$ cat src/dsc_pkg.sv
`default_nettype none

package dsc_pkg;

   // half-steps run per check pass
   localparam int STEPS_PER_CHECK = 8;
   // step counter width, never below one bit
   localparam int STEP_W = (STEPS_PER_CHECK > 1) ? $clog2(STEPS_PER_CHECK) : 1;

   localparam int CSR_INDEX_W = 2;
   localparam int THRESH_W    = 10;

   localparam logic [CSR_INDEX_W-1:0] CSR_OPEN_THRESH  = 2'd0;
   localparam logic [CSR_INDEX_W-1:0] CSR_CLOSE_THRESH = 2'd1;

   localparam logic [THRESH_W-1:0] OPEN_THRESH_RESET  = 10'd500;
   localparam logic [THRESH_W-1:0] CLOSE_THRESH_RESET = 10'd950;

   // command bit that toggles the wanted direction
   localparam int CMD_TOGGLE_BIT = 1;

   typedef struct packed {
      logic                command_valid;
      logic [7:0]          command_byte;
      logic [THRESH_W-1:0] light_level;
   } req_payload_type;

   typedef struct packed {
      logic [3:0] coil_pattern;
      logic       stepping;
      logic       drawer_out;
   } rsp_payload_type;

   typedef struct packed {
      logic [THRESH_W-1:0] open_thresh;
      logic [THRESH_W-1:0] close_thresh;
   } thresh_type;

   // half-step coil patterns: forward (drawer in) and reverse (drawer out)
   function automatic logic [3:0] coil_lookup(input logic dir_out, input logic [2:0] idx);
      logic [3:0] pat;
      case (idx)
         3'd0:    pat = 4'h1;
         3'd1:    pat = 4'h3;
         3'd2:    pat = 4'h2;
         3'd3:    pat = 4'h6;
         3'd4:    pat = 4'h4;
         3'd5:    pat = 4'hc;
         3'd6:    pat = 4'h8;
         default: pat = 4'h9;
      endcase
      if (dir_out) begin
         case (idx)
            3'd0:    pat = 4'h9;
            3'd1:    pat = 4'h8;
            3'd2:    pat = 4'hc;
            3'd3:    pat = 4'h4;
            3'd4:    pat = 4'h6;
            3'd5:    pat = 4'h2;
            3'd6:    pat = 4'h3;
            default: pat = 4'h1;
         endcase
      end
      return pat;
   endfunction

endpackage

`default_nettype wire

$ cat src/dsc_fsm.sv
`default_nettype none

module dsc_fsm (
   input  wire logic                    clock,
   input  wire logic                    reset,
   input  wire logic                    advance,
   input  wire dsc_pkg::req_payload_type req,
   input  wire dsc_pkg::thresh_type     thresh,
   output dsc_pkg::rsp_payload_type     result
);
   import dsc_pkg::*;

   localparam logic [1:0] PH_INIT  = 2'd0;
   localparam logic [1:0] PH_CHECK = 2'd1;
   localparam logic [1:0] PH_STEP  = 2'd2;

   logic [1:0]        phase_ff, phase_in;
   logic              wanted_ff, wanted_in;
   logic [STEP_W-1:0] step_ff, step_in;
   logic [3:0]        coil_ff, coil_in;
   logic              stepping;
   logic              wanted_tog;
   logic [STEP_W:0]   step_next;

   assign wanted_tog = wanted_ff ^ (req.command_valid & req.command_byte[CMD_TOGGLE_BIT]);
   assign step_next  = {1'b0, step_ff} + (STEP_W+1)'(1);

   always_comb begin
      phase_in  = phase_ff;
      wanted_in = wanted_tog;
      step_in   = step_ff;
      coil_in   = coil_ff;
      stepping  = 1'b0;
      unique case (phase_ff)
         PH_CHECK: begin
            if ((wanted_tog && (req.light_level > thresh.open_thresh)) ||
                (!wanted_tog && (req.light_level < thresh.close_thresh))) begin
               step_in  = '0;
               phase_in = PH_STEP;
            end
         end
         PH_STEP: begin
            coil_in  = coil_lookup(wanted_tog, 3'(step_ff));
            stepping = 1'b1;
            if (step_next >= (STEP_W+1)'(STEPS_PER_CHECK)) begin
               step_in  = '0;
               phase_in = PH_CHECK;
            end else begin
               step_in = step_next[STEP_W-1:0];
            end
         end
         default: begin
            // init, and the unused code
            wanted_in = 1'b0;
            step_in   = '0;
            phase_in  = PH_CHECK;
         end
      endcase
   end

   always_ff @(posedge clock) begin
      if (reset) begin
         phase_ff  <= PH_INIT;
         wanted_ff <= 1'b0;
         step_ff   <= '0;
         coil_ff   <= '0;
      end else if (advance) begin
         phase_ff  <= phase_in;
         wanted_ff <= wanted_in;
         step_ff   <= step_in;
         coil_ff   <= coil_in;
      end
   end

   assign result.coil_pattern = coil_in;
   assign result.stepping     = stepping;
   assign result.drawer_out   = wanted_in;

endmodule

`default_nettype wire

$ cat src/drawer_stepper_controller_unit.sv
`default_nettype none

// Drawer stepper controller. Each request is one controller tick: an optional
// command byte (bit 1 toggles the wanted drawer direction) and a light level.
// The controller runs init, check and step phases; from check it starts a run
// of half-steps when the light is above the open threshold with out wanted, or
// below the close threshold with in wanted. Every request yields exactly one
// response with the held coil pattern, a stepping flag and the direction.
// Rate: one request per cycle; the tick logic sits between the state
// registers and the response register, which frees as it is taken, so
// requests keep flowing while rsp_stall is low. Thresholds are written
// through the csr port (index 0 open, 1 close); the user must write them only
// while idle, unenforced; csr_ready is always high, unknown indexes dropped.

module drawer_stepper_controller_unit (
   input  wire logic                                 clock,
   input  wire logic                                 reset,
   input  wire logic                                 req_valid,
   output logic                                      req_stall,
   input  wire dsc_pkg::req_payload_type             req_payload,
   output logic                                      rsp_valid,
   input  wire logic                                 rsp_stall,
   output dsc_pkg::rsp_payload_type                  rsp_payload,
   input  wire logic                                 csr_valid,
   output logic                                      csr_ready,
   input  wire logic [dsc_pkg::CSR_INDEX_W-1:0]      csr_index,
   input  wire logic [dsc_pkg::THRESH_W-1:0]         csr_data
);
   import dsc_pkg::*;

   thresh_type      thresh_ff;
   logic            rsp_valid_ff;
   rsp_payload_type rsp_payload_ff;
   rsp_payload_type tick_result;
   logic            accept;

   assign csr_ready = 1'b1;

   // threshold registers
   always_ff @(posedge clock) begin
      if (reset) begin
         thresh_ff.open_thresh  <= OPEN_THRESH_RESET;
         thresh_ff.close_thresh <= CLOSE_THRESH_RESET;
      end else if (csr_valid && csr_ready) begin
         unique case (csr_index)
            CSR_OPEN_THRESH:  thresh_ff.open_thresh  <= csr_data;
            CSR_CLOSE_THRESH: thresh_ff.close_thresh <= csr_data;
            default: ;
         endcase
      end
   end

   // stall only while a response waits and the far side holds it
   assign req_stall = rsp_valid_ff & rsp_stall;
   assign accept    = req_valid & ~req_stall;

   dsc_fsm u_fsm (
      .clock   (clock),
      .reset   (reset),
      .advance (accept),
      .req     (req_payload),
      .thresh  (thresh_ff),
      .result  (tick_result)
   );

   // response register
   always_ff @(posedge clock) begin
      if (reset) begin
         rsp_valid_ff <= 1'b0;
      end else if (!req_stall) begin
         rsp_valid_ff <= req_valid;
      end
   end

   always_ff @(posedge clock) begin
      if (accept) begin
         rsp_payload_ff <= tick_result;
      end
   end

   assign rsp_valid   = rsp_valid_ff;
   assign rsp_payload = rsp_payload_ff;

endmodule

`default_nettype wire

$ cat config.mk
export PLATFORM = sky130hd
export DESIGN_NAME = drawer_stepper_controller_unit
export DESIGN_NICKNAME = d
export VERILOG_FILES = /design/src/dsc_pkg.sv /design/src/dsc_fsm.sv /design/src/drawer_stepper_controller_unit.sv
export SDC_FILE = /design/constraint.sdc
export NUM_CORES = 1
export LEC_CHECK = 0
export ABC_AREA = 1
export BUFFER_PORTS_ARGS = -buffer_cell sky130_fd_sc_hd__buf_4
export CAP_MARGIN = 25
export CORE_MARGIN = 2
export CORE_UTILIZATION = 60
export CTS_CLUSTER_DIAMETER = 150
export DETAILED_ROUTE_END_ITERATION = 7
export GPL_ROUTABILITY_DRIVEN = 1
export PLACE_DENSITY = 0.94
export SLEW_MARGIN = 20
export SYNTH_ARGS = -nofsm -noshare
export SYNTH_HDL_FRONTEND = slang
export SYNTH_HIERARCHICAL = 1
export SYNTH_SLANG_ARGS = --single-unit
$ cat constraint.sdc
create_clock -name clock -period 2.18 [get_ports clock]
set_input_delay 0.218 -clock clock [delete_from_list [all_inputs] [get_ports clock]]
set_output_delay 0.218 -clock clock [all_outputs]
set_load 0.02 [all_outputs]
-- After elaboration in Yosys (flattened, before gate mapping)
Cells that the tools add are included.
- register bits: 37
- latch bits: 0
- bits in writable memories: 0
- memory bits (read-only): 0
- input port bits: 36
- output and inout bits: 9
- logic and storage cells: 53
- memories: 0
- $add $sub $neg: 1
- multiply operators: 0
- div/mod/pow operators: 0
- $lt $le $gt $ge: 3
- eq/ne operators: 11
- shifts and indexed selects: 0
- mux-type cells: 12
- bitwise operators: 5
- reduce and logical (&&, ||, !) cells: 11
- operators with widths (operator ; number):
    4-bit one-hot mux with 7 select lines ; 2
    10-bit > comparator ; 1
    10-bit less-than comparator ; 1
    3-bit == test (second input constant) ; 3
    4-bit 2-to-1 mux ; 2
    3-bit by 2-bit == test with 1-bit output (second input constant) ; 2
    3-bit 2-to-1 mux ; 2
    3-bit one-hot mux with 2 select lines ; 1
    2-bit AND reduction ; 3
    3-bit by 1-bit adder with 4-bit output (second input constant) ; 1
    2-bit by 1-bit == test with 1-bit output (second input constant) ; 2
    4-bit greater-or-equal comparator (second input constant) ; 1
    2-bit 2-to-1 mux ; 2
    2-bit by 1-bit inequality test with 1-bit output (second input constant) ; 2
    2-bit one-hot mux with 2 select lines ; 1
    1-bit AND ; 3
    3-bit by 1-bit == test with 1-bit output (second input constant) ; 1
    3-bit zero test ; 1
    3-bit AND reduction ; 1
    2-bit == test (second input constant) ; 1
    1-bit logical AND ; 2
    2-bit zero test ; 1
    1-bit 2-to-1 mux ; 2
    2-bit OR reduction ; 1
    4 further kinds ; 4

-- Longest topological paths before layout
- depth after elaboration: 7
- depth in mapped cells: 14
- depth with buffers taken out: 14

-- By module
The synthesis kept the hierarchy.
- by module, submodules not included (module ; times used ; cells each ; area each (sq um) ; sequential area each (sq um)):
    dsc_fsm ; 1 ; 203 ; 1295.0 ; 200.2
    drawer_stepper_controller_unit ; 1 ; 120 ; 1044.8 ; 600.6

-- Worst setup path before layout
No wires, ideal clock.
- path kind: flip-flop to flip-flop
- start: register rsp_valid_ff, in the netlist rsp_valid
- end: register u_fsm.coil_ff[2]
- setup time: 0.074 ns
- arrival: 1.636 ns
- data required time: 2.106 ns
- setup slack: 0.470 ns
- cell stages (with the launch flop): 7
- buffers on the path: 1
- clock period less this slack: 1.710 ns
- path through: dfxtp_1 nand2_1 inv_1 nor2_1 clkbuf_1 o21ai_0 a31oi_1
- longest elaborated chain between the ends: 3
- ends and longest elaborated chain (item ; line ; RTL):
    start: declaration ; drawer_stepper_controller_unit.sv:32 ; logic rsp_valid_ff;
    start signal: assignment ; drawer_stepper_controller_unit.sv:71 ; rsp_valid_ff <= req_valid;
    1-bit AND ; drawer_stepper_controller_unit.sv:54 ; assign req_stall = rsp_valid_ff & rsp_stall;
    named net req_stall ; drawer_stepper_controller_unit.sv:19 ; output logic req_stall,
    1-bit NOT ; drawer_stepper_controller_unit.sv:55 ; assign accept = req_valid & ~req_stall;
    1-bit AND ; drawer_stepper_controller_unit.sv:55 ;
    named net accept ; drawer_stepper_controller_unit.sv:35 ; logic accept;
    end signal: assignment ; dsc_fsm.sv:71 ; coil_ff <= coil_in;
    end: declaration ; dsc_fsm.sv:20 ; logic [3:0] coil_ff, coil_in;
The timed path passes the listed nets, and every way through them passes these cells.
A chain may end at the register's enable or synchronous reset.

-- Worst setup path in the final report
- start: register thresh_ff[19] (netlist name)
- end: register u_fsm.step_ff[2]
- longest elaborated chain between the ends: 5
- ends and longest elaborated chain (item ; line ; RTL):
    start: declaration ; drawer_stepper_controller_unit.sv:31 ; thresh_type thresh_ff;
    10-bit > comparator ; dsc_fsm.sv:36 ; if ((wanted_tog && (req.light_level > thresh.open_thresh)) ||
    1-bit logical AND ; dsc_fsm.sv:36 ;
    1-bit logical OR ; dsc_fsm.sv:36 ;
    2-bit by 1-bit inequality test with 1-bit output (no source line) ; - ;
    2-bit AND reduction (no source line) ; - ;
    end signal: assignment ; dsc_fsm.sv:70 ; step_ff <= step_in;
    end: declaration ; dsc_fsm.sv:19 ; logic [STEP_W-1:0] step_ff, step_in;
No other way between the ends.

==> qor.yml <==
status:
  status: "finished, final reports clean"
drt:
  detailedRoute.firstIterationViolations: 171
  routedWlPerCell_um: 12.3
  drc_errors: 0
  first_pass_detailed_route_iteration_total: 5
  postRouteAntennaNets: 0
  routed_vias: 2083
  routed_wl_um: 4970
  route.detailed.vias_per_inst: 5.14
logic_synthesis:
  average_size_of_a_mapped_cell_um2: 7.24
  synth_warnings: 6
  sequential_area_share_after_synthesis_pct: 34.2
  synth_area_um2: 2340
  ys_ff_latch: 37
  mappedNetlistNets: 385
  synthesis.instances: 323
  synth_cell_type_count: 32
worst_setup_path:
  critPathLaunchType: "register"
  r2r-start: "thresh_ff[19]"
  r2r-end: "u_fsm/step_ff[2]"
  critical_path_arrival_ps: 1980
  cp-startpoint: "thresh_ff[19]"
  timing.critical_path.required_ps: 2400
  crit_path_max_fanout: 5
  crit_type: "reg -> reg"
  worst_r2r_path_depth: 12
  worst_setup_path_end_kind: "register"
  timing.reg2reg.setup_slack_ps: 420
sta:
  clock-skew-final_ps: 4.11
  final_max_slew_viol_count: 0
  finalHoldViolations: 0
  setup_tns_ps: 0
  max-slew-margin-rel_pct: 56.8
  rsz0062_at_grt: "false"
  report.final.setup_viol: 0
  fmaxAchievable_ghz: 0.567
  min_period_over_period_pct: 80.8
  tightestPinTransition_ps: 647
  layout_min_cycle_time_ps: 1760
clock_network:
  clkLatencyLatePin_ps: 290
  post_cts_buffers: 0
  cts_buffers: 5
  post_cts_hold_buffer_count: 0
  clkSlewWorstSetupHoldPaths_ps: 70
  clockBufferDepth: 2
  clk_root_buffer_cell: "sky130_fd_sc_hd__clkbuf_8"
  cts.sink_count: 37
  tritoncts: "yes"
  htree_num_levels: 2
  cts_resized: 0
place:
  count_of_input_and_output_buffers: 36
  place.detailed.hpwl_um: 3530
  dpl_cell_area_um2: 2600
  place_congestion: 0.839
worst_hold_path:
  timing.hold.worst_endpoint: "u_fsm/wanted_ff"
  hp-class: "in -> reg"
  worstHoldStart: "reset"
  min_delay_path_depth: 2
global_route:
  global_route.usage.total_pct: 24.1
  grt_pass1_vias: 1936
  globalRouteOverflowTotal: 0
  grt_use_met2_pct: 40.6
  grt_first_pass_wirelength_um: 8140
  grt_use_met1_pct: 29.7
  top_usage_layer: "met2"
  grt_start_max_net_pins: 24
  global_route.usage.met3_pct: 5.11
  antenna_found_initial: 0
power_and_ir_drop:
  irDropWorstVdd_mv: 0.414
  p_leak_uw: 0.00148
  power_density_nw_per_um2: 642
floorplanning:
  pin_count: 45
  design.die.area_um2: 4410
  floorplan.core_area_um2: 3720
  fp.dieW_um: 66.4
  die_h_um: 66.4
  floorplan.initialDensity_pct: 63.0
  floorplan.rows: 22
layout:
  final.fill_count: 275
  syn_to_final_growth_pct: 16.0
  register_area_um2: 801
  layout.cell_area.non_filler_um2: 2710
  drive_above_1_share_pct: 17.9
  finalCoreUtilization_pct: 73.0
  layout.nets: 418
  multiInputGateArea_um2: 1240
  antenna_cells: 0
flow_run:
  cap_violations: 0
layout by cell type (no fill, tap or decap), drive strengths merged, types with 2 or more instances in the layout:
cell type and count:
nand2 80, inv 58, buf 38, nand3 36, dfxtp 31, nor2 31
ha 26, a21oi 17, o21ai 9, nand4 8, edfxtp 6, clkbuf 5
o22ai 2
through the flow:
step                instances  power, uW  worst slack, ps  hold WS [ps]
floorplan                 323       1050              470           287
CTS                       405       1750              430           124
detailed placement        397       1160              497           427
global route              405       1840              263           126
finish                    405       1740              418           128
global placement          397       1150              589           430
registers in the layout, indices dropped and copies added, names as in the netlist:
signal and cells:
rsp_payload 6, rsp_valid 1, thresh_ff 20, u_fsm/coil_ff 4, u_fsm/phase_ff 2, u_fsm/step_ff 3, u_fsm/wanted_ff 1
worst max path at each step:
stage | endpoint | slack (ps)
floorplan | u_fsm/coil_ff[2] | 470
global placement | u_fsm/step_ff[1] | 590
detailed placement | u_fsm/step_ff[2] | 500
CTS | u_fsm/step_ff[2] | 430
global route | u_fsm/coil_ff[1] | 260
finish | u_fsm/step_ff[2] | 420
logic make-up (layout without fill, tap and decap cells):
logic type | count (synthesis) | count (layout) | synth area share [%]
flops | 37 | 37 | 34.2
simple gates | 156 | 156 | 30.6
compound gates | 33 | 33 | 8.29
buf+inv | 70 | 104 | 12.8
fa+ha+maj | 26 | 26 | 13.9
other cells | 1 | 1 | 0.160
area by class of cell:
cell class | instances | share of cell area, %
multi-input cells | 216 | 45.7
flip-flops and latches | 37 | 29.5
repair buffers | 38 | 10.5
inverters | 58 | 8.02
clock buffers | 5 | 2.54
well taps | 48 | 2.21
clock inverters | 3 | 1.52
Yosys cell counts, drive strengths merged:
| master | n | area share (%) |
|---|---|---|
| o21ai | 9 | 2.1 |
| o21bai | 1 | 0.32 |
| ha | 26 | 14 |
| o31ai | 1 | 0.53 |
| nand2 | 80 | 14 |
| a21oi | 17 | 3.6 |
| o22ai | 2 | 0.80 |
| nor3 | 1 | 0.21 |
| a31oi | 1 | 0.27 |
| inv | 58 | 9.3 |
| dfxtp | 31 | 27 |
| clkbuf | 4 | 0.64 |
| buf | 8 | 2.8 |
| nand4 | 8 | 2.1 |
| edfxtp | 6 | 7.7 |
| nand3 | 36 | 8.9 |
| nor2 | 31 | 5.7 |
| conb | 1 | 0.16 |
| o211ai | 1 | 0.32 |
| a21o | 1 | 0.32 |
power by group:
group	switching, uW	internal, uW
Combinational	235	155
Clock	245	337
Sequential	25.2	744
Total	506	1240
worst max-delay path, cell delays in order, from the launching register on:
cell and delay [ps]:
sky130_fd_sc_hd__dfxtp_1 340, sky130_fd_sc_hd__inv_1 40, sky130_fd_sc_hd__ha_1 300, sky130_fd_sc_hd__nand2_2 90, sky130_fd_sc_hd__nor2_4 150, sky130_fd_sc_hd__nand2_1 80
sky130_fd_sc_hd__o21ai_2 110, sky130_fd_sc_hd__inv_1 70, sky130_fd_sc_hd__nand2_2 90, sky130_fd_sc_hd__nand3_4 90, sky130_fd_sc_hd__nand3_2 100, sky130_fd_sc_hd__nand2_1 80
sky130_fd_sc_hd__nor2_1 160
metal layers:
metal	part of all wire [%]	routed length, um
met4	2.2	111
met2	49	2410
met1	44	2200
met5	0	0
met3	4.9	244
Power figures use the tool's default switching activity.
